**src/tgm_pkg.sv**
```systemverilog
// tgm_pkg: shared widths, codes, command/status structs and the cordic angle table
// for the tremolo gain modulator; no dependencies
`timescale 1ns / 1ps

package tgm_pkg;

  // frame format
  localparam int CHANNELS    = 2;
  localparam int SAMPLE_BITS = 24;
  localparam int CH_W        = (CHANNELS > 1) ? $clog2(CHANNELS) : 1;
  localparam int FRAC_BITS   = 16;
  localparam int GAIN_BITS   = 17;

  localparam int IN_DATA_BITS  = FRAC_BITS + CHANNELS * SAMPLE_BITS;
  localparam int IN_DATA_W     = ((IN_DATA_BITS + 7) / 8) * 8;
  localparam int OUT_DATA_BITS = CHANNELS * SAMPLE_BITS + GAIN_BITS;
  localparam int OUT_DATA_W    = ((OUT_DATA_BITS + 7) / 8) * 8;

  // configuration port
  localparam int CFG_ADDR_W = 3;
  localparam int CFG_DATA_W = 20;
  localparam logic [CFG_ADDR_W-1:0] REG_DEPTH  = 3'd0;
  localparam logic [CFG_ADDR_W-1:0] REG_WIDTH  = 3'd1;
  localparam logic [CFG_ADDR_W-1:0] REG_SMOOTH = 3'd2;
  localparam logic [CFG_ADDR_W-1:0] REG_PHASE  = 3'd3;
  localparam logic [CFG_ADDR_W-1:0] REG_RATE   = 3'd4;
  localparam logic [CFG_ADDR_W-1:0] REG_FPB    = 3'd5;
  localparam logic [CFG_ADDR_W-1:0] REG_SRATE  = 3'd6;
  localparam logic [CFG_ADDR_W-1:0] REG_MODE   = 3'd7;

  // divider: 48-bit dividend, 32-bit divisor, one quotient bit per cycle
  localparam int DIV_NW    = 48;
  localparam int DIV_DW    = 32;
  localparam int DIV_CNT_W = 6;

  // cordic: 36-bit signed lanes, angles in units of 2^-32 turn
  localparam int COR_W     = 36;
  localparam int COR_STEPS = 24;
  localparam int COR_CNT_W = 5;
  localparam logic signed [COR_W-1:0] COR_X0   = 36'sd652032874;
  localparam logic signed [COR_W-1:0] COR_ONE  = 36'sd1073741824;

  localparam logic [GAIN_BITS-1:0] GAIN_ONE  = 17'd65536;
  localparam logic [GAIN_BITS-1:0] SLEW_STEP = 17'd66;
  localparam logic [23:0]          PERIOD_MAX = 24'h800000;

  function automatic logic signed [COR_W-1:0] turn_atan(input logic [COR_CNT_W-1:0] i);
    logic signed [COR_W-1:0] v;
    case (i)
      5'd0:  v = 36'sd536870912;
      5'd1:  v = 36'sd316933406;
      5'd2:  v = 36'sd167458907;
      5'd3:  v = 36'sd85004756;
      5'd4:  v = 36'sd42667331;
      5'd5:  v = 36'sd21354465;
      5'd6:  v = 36'sd10679838;
      5'd7:  v = 36'sd5340245;
      5'd8:  v = 36'sd2670163;
      5'd9:  v = 36'sd1335087;
      5'd10: v = 36'sd667544;
      5'd11: v = 36'sd333772;
      5'd12: v = 36'sd166886;
      5'd13: v = 36'sd83443;
      5'd14: v = 36'sd41722;
      5'd15: v = 36'sd20861;
      5'd16: v = 36'sd10430;
      5'd17: v = 36'sd5215;
      5'd18: v = 36'sd2608;
      5'd19: v = 36'sd1304;
      5'd20: v = 36'sd652;
      5'd21: v = 36'sd326;
      5'd22: v = 36'sd163;
      5'd23: v = 36'sd81;
      default: v = '0;
    endcase
    return v;
  endfunction

  // datapath operations
  typedef enum logic [4:0] {
    OP_NONE,
    OP_PER_GO, OP_PER_FIX,
    OP_MOD_GO, OP_MOD_FIX,
    OP_FRAC_GO, OP_FRAC_FIX,
    OP_BEND_GO, OP_BEND_FIX,
    OP_SIN_GO, OP_SIN_FIX,
    OP_NUM_GO, OP_NUM_FIX,
    OP_DEN_GO, OP_DEN_FIX,
    OP_RAT_GO, OP_RAT_FIX,
    OP_TGT, OP_SLEW, OP_CHAN, OP_EMIT
  } dp_op_t;

  // controller states
  typedef enum logic [4:0] {
    S_IDLE,
    S_PER_GO, S_PER_WAIT, S_PER_FIX,
    S_MOD_GO, S_MOD_WAIT, S_MOD_FIX,
    S_FRAC_GO, S_FRAC_WAIT, S_FRAC_FIX,
    S_BEND_GO, S_BEND_WAIT, S_BEND_FIX,
    S_SIN_GO, S_SIN_WAIT, S_SIN_FIX,
    S_NUM_GO, S_NUM_WAIT, S_NUM_FIX,
    S_DEN_GO, S_DEN_WAIT, S_DEN_FIX,
    S_RAT_GO, S_RAT_WAIT, S_RAT_FIX,
    S_TGT, S_SLEW, S_CHAN, S_EMIT
  } ctrl_state_t;

  typedef struct packed {
    dp_op_t op;
    logic   accept;
    logic   div_start;
    logic   cor_start;
  } dp_cmd_t;

  typedef struct packed {
    logic div_busy;
    logic cor_busy;
    logic chan_last;
    logic out_free;
  } dp_stat_t;

endpackage

```
**src/tgm_ctrl.sv**
```systemverilog
// tgm_ctrl: sequencer that steps one frame through the datapath operations
// depends on tgm_pkg for states, operations and the command/status structs
`timescale 1ns / 1ps

module tgm_ctrl (
  input  logic              clk,
  input  logic              rst_n,
  input  logic              in_tvalid,
  output logic              in_tready,
  input  tgm_pkg::dp_stat_t stat,
  output tgm_pkg::dp_cmd_t  cmd
);

  tgm_pkg::ctrl_state_t state_r, state_nxt;

  always_ff @(posedge clk) begin
    if (!rst_n) state_r <= tgm_pkg::S_IDLE;
    else        state_r <= state_nxt;
  end

  always_comb begin
    state_nxt = state_r;
    case (state_r)
      tgm_pkg::S_IDLE:      if (in_tvalid) state_nxt = tgm_pkg::S_PER_GO;
      tgm_pkg::S_PER_GO:    state_nxt = tgm_pkg::S_PER_WAIT;
      tgm_pkg::S_PER_WAIT:  if (!stat.div_busy) state_nxt = tgm_pkg::S_PER_FIX;
      tgm_pkg::S_PER_FIX:   state_nxt = tgm_pkg::S_MOD_GO;
      tgm_pkg::S_MOD_GO:    state_nxt = tgm_pkg::S_MOD_WAIT;
      tgm_pkg::S_MOD_WAIT:  if (!stat.div_busy) state_nxt = tgm_pkg::S_MOD_FIX;
      tgm_pkg::S_MOD_FIX:   state_nxt = tgm_pkg::S_FRAC_GO;
      tgm_pkg::S_FRAC_GO:   state_nxt = tgm_pkg::S_FRAC_WAIT;
      tgm_pkg::S_FRAC_WAIT: if (!stat.div_busy) state_nxt = tgm_pkg::S_FRAC_FIX;
      tgm_pkg::S_FRAC_FIX:  state_nxt = tgm_pkg::S_BEND_GO;
      tgm_pkg::S_BEND_GO:   state_nxt = tgm_pkg::S_BEND_WAIT;
      tgm_pkg::S_BEND_WAIT: if (!stat.div_busy) state_nxt = tgm_pkg::S_BEND_FIX;
      tgm_pkg::S_BEND_FIX:  state_nxt = tgm_pkg::S_SIN_GO;
      tgm_pkg::S_SIN_GO:    state_nxt = tgm_pkg::S_SIN_WAIT;
      tgm_pkg::S_SIN_WAIT:  if (!stat.cor_busy) state_nxt = tgm_pkg::S_SIN_FIX;
      tgm_pkg::S_SIN_FIX:   state_nxt = tgm_pkg::S_NUM_GO;
      tgm_pkg::S_NUM_GO:    state_nxt = tgm_pkg::S_NUM_WAIT;
      tgm_pkg::S_NUM_WAIT:  if (!stat.cor_busy) state_nxt = tgm_pkg::S_NUM_FIX;
      tgm_pkg::S_NUM_FIX:   state_nxt = tgm_pkg::S_DEN_GO;
      tgm_pkg::S_DEN_GO:    state_nxt = tgm_pkg::S_DEN_WAIT;
      tgm_pkg::S_DEN_WAIT:  if (!stat.cor_busy) state_nxt = tgm_pkg::S_DEN_FIX;
      tgm_pkg::S_DEN_FIX:   state_nxt = tgm_pkg::S_RAT_GO;
      tgm_pkg::S_RAT_GO:    state_nxt = tgm_pkg::S_RAT_WAIT;
      tgm_pkg::S_RAT_WAIT:  if (!stat.div_busy) state_nxt = tgm_pkg::S_RAT_FIX;
      tgm_pkg::S_RAT_FIX:   state_nxt = tgm_pkg::S_TGT;
      tgm_pkg::S_TGT:       state_nxt = tgm_pkg::S_SLEW;
      tgm_pkg::S_SLEW:      state_nxt = tgm_pkg::S_CHAN;
      tgm_pkg::S_CHAN:      if (stat.chan_last) state_nxt = tgm_pkg::S_EMIT;
      tgm_pkg::S_EMIT:      if (stat.out_free) state_nxt = tgm_pkg::S_IDLE;
      default:              state_nxt = tgm_pkg::S_IDLE;
    endcase
  end

  always_comb begin
    cmd           = '0;
    cmd.op        = tgm_pkg::OP_NONE;
    in_tready     = 1'b0;
    case (state_r)
      tgm_pkg::S_IDLE: begin
        in_tready  = 1'b1;
        cmd.accept = in_tvalid;
      end
      tgm_pkg::S_PER_GO:   begin cmd.op = tgm_pkg::OP_PER_GO;  cmd.div_start = 1'b1; end
      tgm_pkg::S_PER_FIX:  cmd.op = tgm_pkg::OP_PER_FIX;
      tgm_pkg::S_MOD_GO:   begin cmd.op = tgm_pkg::OP_MOD_GO;  cmd.div_start = 1'b1; end
      tgm_pkg::S_MOD_FIX:  cmd.op = tgm_pkg::OP_MOD_FIX;
      tgm_pkg::S_FRAC_GO:  begin cmd.op = tgm_pkg::OP_FRAC_GO; cmd.div_start = 1'b1; end
      tgm_pkg::S_FRAC_FIX: cmd.op = tgm_pkg::OP_FRAC_FIX;
      tgm_pkg::S_BEND_GO:  begin cmd.op = tgm_pkg::OP_BEND_GO; cmd.div_start = 1'b1; end
      tgm_pkg::S_BEND_FIX: cmd.op = tgm_pkg::OP_BEND_FIX;
      tgm_pkg::S_SIN_GO:   begin cmd.op = tgm_pkg::OP_SIN_GO;  cmd.cor_start = 1'b1; end
      tgm_pkg::S_SIN_FIX:  cmd.op = tgm_pkg::OP_SIN_FIX;
      tgm_pkg::S_NUM_GO:   begin cmd.op = tgm_pkg::OP_NUM_GO;  cmd.cor_start = 1'b1; end
      tgm_pkg::S_NUM_FIX:  cmd.op = tgm_pkg::OP_NUM_FIX;
      tgm_pkg::S_DEN_GO:   begin cmd.op = tgm_pkg::OP_DEN_GO;  cmd.cor_start = 1'b1; end
      tgm_pkg::S_DEN_FIX:  cmd.op = tgm_pkg::OP_DEN_FIX;
      tgm_pkg::S_RAT_GO:   begin cmd.op = tgm_pkg::OP_RAT_GO;  cmd.div_start = 1'b1; end
      tgm_pkg::S_RAT_FIX:  cmd.op = tgm_pkg::OP_RAT_FIX;
      tgm_pkg::S_TGT:      cmd.op = tgm_pkg::OP_TGT;
      tgm_pkg::S_SLEW:     cmd.op = tgm_pkg::OP_SLEW;
      tgm_pkg::S_CHAN:     cmd.op = tgm_pkg::OP_CHAN;
      tgm_pkg::S_EMIT:     if (stat.out_free) cmd.op = tgm_pkg::OP_EMIT;
      default: ;
    endcase
  end

endmodule
```
**config.mk**
```make
export PLATFORM = sky130hd
export DESIGN_NAME = tgm_ctrl
export DESIGN_NICKNAME = d
export VERILOG_FILES = /design/src/tgm_pkg.sv /design/src/tgm_ctrl.sv
export SDC_FILE = /design/constraint.sdc
export NUM_CORES = 1
export LEC_CHECK = 0
export ABC_AREA = 0
export BUFFER_PORTS_ARGS = -buffer_cell sky130_fd_sc_hd__buf_2
export CORE_UTILIZATION = 47
export DETAILED_ROUTE_END_ITERATION = 10
export GPL_ROUTABILITY_DRIVEN = 0
export PLACE_DENSITY = 0.75
export SLEW_MARGIN = 15
export SYNTH_ARGS = -nofsm -noshare
export SYNTH_HDL_FRONTEND = slang
export SYNTH_SLANG_ARGS = --single-unit
export TNS_END_PERCENT = 5
```
**constraint.sdc**
```tcl
create_clock -name clk -period 1.9 [get_ports clk]
set_input_delay 0.19 -clock clk [delete_from_list [all_inputs] [get_ports clk]]
set_output_delay 0.19 -clock clk [all_outputs]
set_load 0.005 [all_outputs]
```
==> PnR_summary.wiki <==
{| class="wikitable"
! Metric !! Value
|-
| Global routing usage on met3 || 0.0391
|-
| Latest clock arrival within the worst-skew pair || between 0.2 and 0.3 ns
|-
| Number of nets in the synthesized netlist || roughly 120
|-
| Post-synthesis instance area || 734 µm²
|-
| Yosys synthesis warning count || 0
|-
| Worst voltage drop across the vdd grid || roughly 0.44 mV
|-
| Worst clock skew || around 0.0079 ns
|-
| Synthesized area per cell || 6.39 µm²
|-
| Clock buffers created by TritonCTS || 3
|-
| Clk slew on worst S/H paths || ~0.050 ns
|-
| Die Footprint || 1720 µm²
|-
| Final cell area excluding filler cells || 1080 µm²
|-
| Clock sink total || 5
|-
| GRT met1 Usage || 0.377
|-
| Final ANT Viol Nets || 0
|-
| Floorplan die width || just over 40 µm
|-
| Number of DRC markers in iteration 0 || between 50 and 60
|-
| Clock tree from TritonCTS || done
|-
| Minimum setup slack among reg-to-reg paths || -0.04 ns
|-
| Largest register by flop count || state_r
|-
| Total of hold buffers inserted after clock tree synthesis || 0
|-
| Fraction of registers with async set or reset after synthesis || 0
|-
| Number of distinct standard cells referenced by the synthesized netlist || 39
|-
| Sequential share of the synthesized area || 0.136
|-
| Filler cell count || 95
|-
| H-tree levels || 1
|-
| Sequential cell area || ~120 µm²
|-
| Number of placement rows || 13
|-
| Final Setup Violations || 1
|-
| Slew Viols, Final || 0
|-
| Number of top-level design ports || 16
|-
| Detailed-placement wirelength estimate || roughly 1600 µm
|-
| Required time at the endpoint of the critical path || slightly above 2 ns
|-
| Top achievable clock speed || around 520 MHz
|-
| Worst hold-check path type || in2reg
|-
| Placeable core region || approximately 1400 µm²
|-
| CTS Root Cell || sky130_fd_sc_hd__clkbuf_4
|-
| Relative slew slack || 0.658
|-
| Leakage || approximately 0.47 nW
|-
| Setup ws final || -0.0390 ns
|-
| Area of combinational cells with multiple inputs || 629 µm²
|-
| IO buf count || 15
|-
| Shortest period the worst path allows || between 1.5 and 2 ns
|-
| Actual slew at the worst max-slew pin || 0.509 ns
|-
| Number of flops mapped to enable cells by yosys || 0
|-
| Most used flip-flop cell after synthesis || sky130_fd_sc_hd__dfxtp_1
|-
| Post-synthesis sequential element count || 5
|-
| Status || finished with violations
|-
| Violated checks || setup timing
|-
| Vias after detailed routing || a little over 1k
|-
| M2 GR Usage || 0.434
|-
| Initial standard-cell utilization of the core || 0.531
|-
| Critical path class || reg2reg
|-
| Y dimension of the die || ~42 µm
|-
| Largest driver fanout on the critical path || 6
|-
| Data arrival time of the critical path || ~2.1 ns
|-
| Nature of the critical path endpoint || flop
|-
| Number of cells in the finished layout apart from fillers || between 150 and 200
|-
| Routed length per instance || between 10 and 15 µm
|-
| Pin count of the biggest net entering global routing || 18
|-
| Power density over the cells || slightly above 700 nW/µm²
|-
| Antenna diode count || 0
|-
| Hold Vio Cnt, Final || 0
|-
| Synthesis-to-finish area growth || 47.7%
|-
| Number of nets at the end of the flow || 155
|-
| Largest register FFs || 5
|-
| Vias in the first global route || between 800 and 900
|-
| Crit start category || flop
|-
| Post-route DRC violation count || 0
|-
| Registers with the most flip-flops || state_r (5)
|-
| Final period util || 1.02
|-
| Most common cell after layout, fill and taps aside || sky130_fd_sc_hd__buf_4
|-
| Overall track demand over capacity in global routing || 0.273
|-
| First-pass GRT wire length || 3730 µm
|-
| Total routed wirelength || ~2400 µm
|-
| Synthesized netlist cell count || between 100 and 150
|-
| Unrepaired setup endpoints after global routing || yes
|-
| Overall overflow remaining after global route || 0
|-
| Placed insts || around 160
|-
| Number of antenna violations at the first check in global routing || 0
|-
| Max clock buf depth || 2
|-
| Instance area at placement || approximately 940 µm²
|-
| Commonest cells after routing, fill and taps aside || 21 x sky130_fd_sc_hd__buf_4, 15 x sky130_fd_sc_hd__nand2_1, 15 x sky130_fd_sc_hd__buf_2
|-
| DR pass1 iterations || 5
|-
| Via density || 6.24
|-
| Fraction of layout instances using a drive strength above 1 || 0.401
|-
| Total of max-cap violations || 0
|-
| GRT busiest layer || met2
|}
critical path, cell delays in order (launching register included):
cell and delay (ns):
sky130_fd_sc_hd__dfxtp_4 0.37, sky130_fd_sc_hd__buf_6 0.12, sky130_fd_sc_hd__nand2b_4 0.11, sky130_fd_sc_hd__o32ai_2 0.07, sky130_fd_sc_hd__or3_4 0.40, sky130_fd_sc_hd__or4_1 0.51
sky130_fd_sc_hd__a32o_1 0.23
Yosys cell counts (4+ instances only):
| library cell | number | area share |
|---|---|---|
| sky130_fd_sc_hd__nor3_1 | 4 | 0.027 |
| sky130_fd_sc_hd__nand2b_1 | 4 | 0.034 |
| sky130_fd_sc_hd__nand3_1 | 6 | 0.041 |
| sky130_fd_sc_hd__dfxtp_1 | 5 | 0.14 |
| sky130_fd_sc_hd__nor2b_1 | 6 | 0.051 |
| sky130_fd_sc_hd__nand2_1 | 15 | 0.077 |
| sky130_fd_sc_hd__clkbuf_1 | 8 | 0.041 |
| sky130_fd_sc_hd__a21oi_1 | 10 | 0.068 |
| sky130_fd_sc_hd__nor2_1 | 7 | 0.036 |
| sky130_fd_sc_hd__o21ai_0 | 9 | 0.061 |
| sky130_fd_sc_hd__inv_1 | 4 | 0.020 |
per-stage QoR:
step           hold WS, ns  setup WS (ns)  utilization  TNS, ns  power, mW
2_1_floorplan        0.307        0.00353            -        0      0.400
3_3_place_gp         0.475        -0.0771        0.678  -0.0771      0.530
3_5_place_dp         0.476        -0.0942        0.678  -0.0942      0.542
4_1_cts              0.226        -0.0400        0.722  -0.0400      0.689
5_1_grt              0.231        -0.0858        0.785   -0.478      0.823
6_report             0.218        -0.0390        0.785  -0.0390      0.772
per-layer routing:
layer | share of wire | routed length [µm]
met1 | 0.43 | 1010
met2 | 0.50 | 1170
met3 | 0.064 | 150
met4 | 0.0072 | 17
met5 | 0 | 0
path summary, 6_finish.rpt:
path	startpoint	endpoint	cells past startpoint
worst max-delay path	state_r[1]$_SDFFE_PN0P_	state_r[3]$_SDFFE_PN0P_	6
worst min register to register	state_r[4]$_SDFFE_PN0P_	state_r[4]$_SDFFE_PN0P_	3
worst min-delay path	rst_n	state_r[0]$_SDFFE_PN0P_	2
worst max register to register	state_r[1]$_SDFFE_PN0P_	state_r[3]$_SDFFE_PN0P_	6
kinds of logic (layout without fill, tap and decap cells):
group,after synthesis,in the layout,synth area share
flops,5,5,0.136
xor+xnor,3,3,0.0358
simple gates,55,55,0.409
buf+inv,15,47,0.0886
mux,1,1,0.0136
compound gates,36,36,0.317
layout make-up:
| class | instances | share of cell area |
|---|---|---|
| sequential | 5 | 0.107 |
| inverter | 4 | 0.0173 |
| clock buffer | 4 | 0.0242 |
| tap | 15 | 0.0173 |
| timing repair buffer | 39 | 0.254 |
| multi-input combinational | 95 | 0.580 |
power by group:
part           total [mW]  leakage (nW)  internal [mW]  switching (mW)
combinational       0.484         0.406          0.241           0.243
sequential          0.154        0.0441          0.122          0.0316
clock               0.134        0.0150         0.0801          0.0543
timing repair:
| action | in CTS | in global routing |
|---|---|---|
| buffers inserted | 0 | 3 |
| gates resized for setup | 10 | 16 |
| setup endpoints to repair | 7 | 9 |
| pin swaps | 1 | 4 |
(Power assumes the default switching activity.)
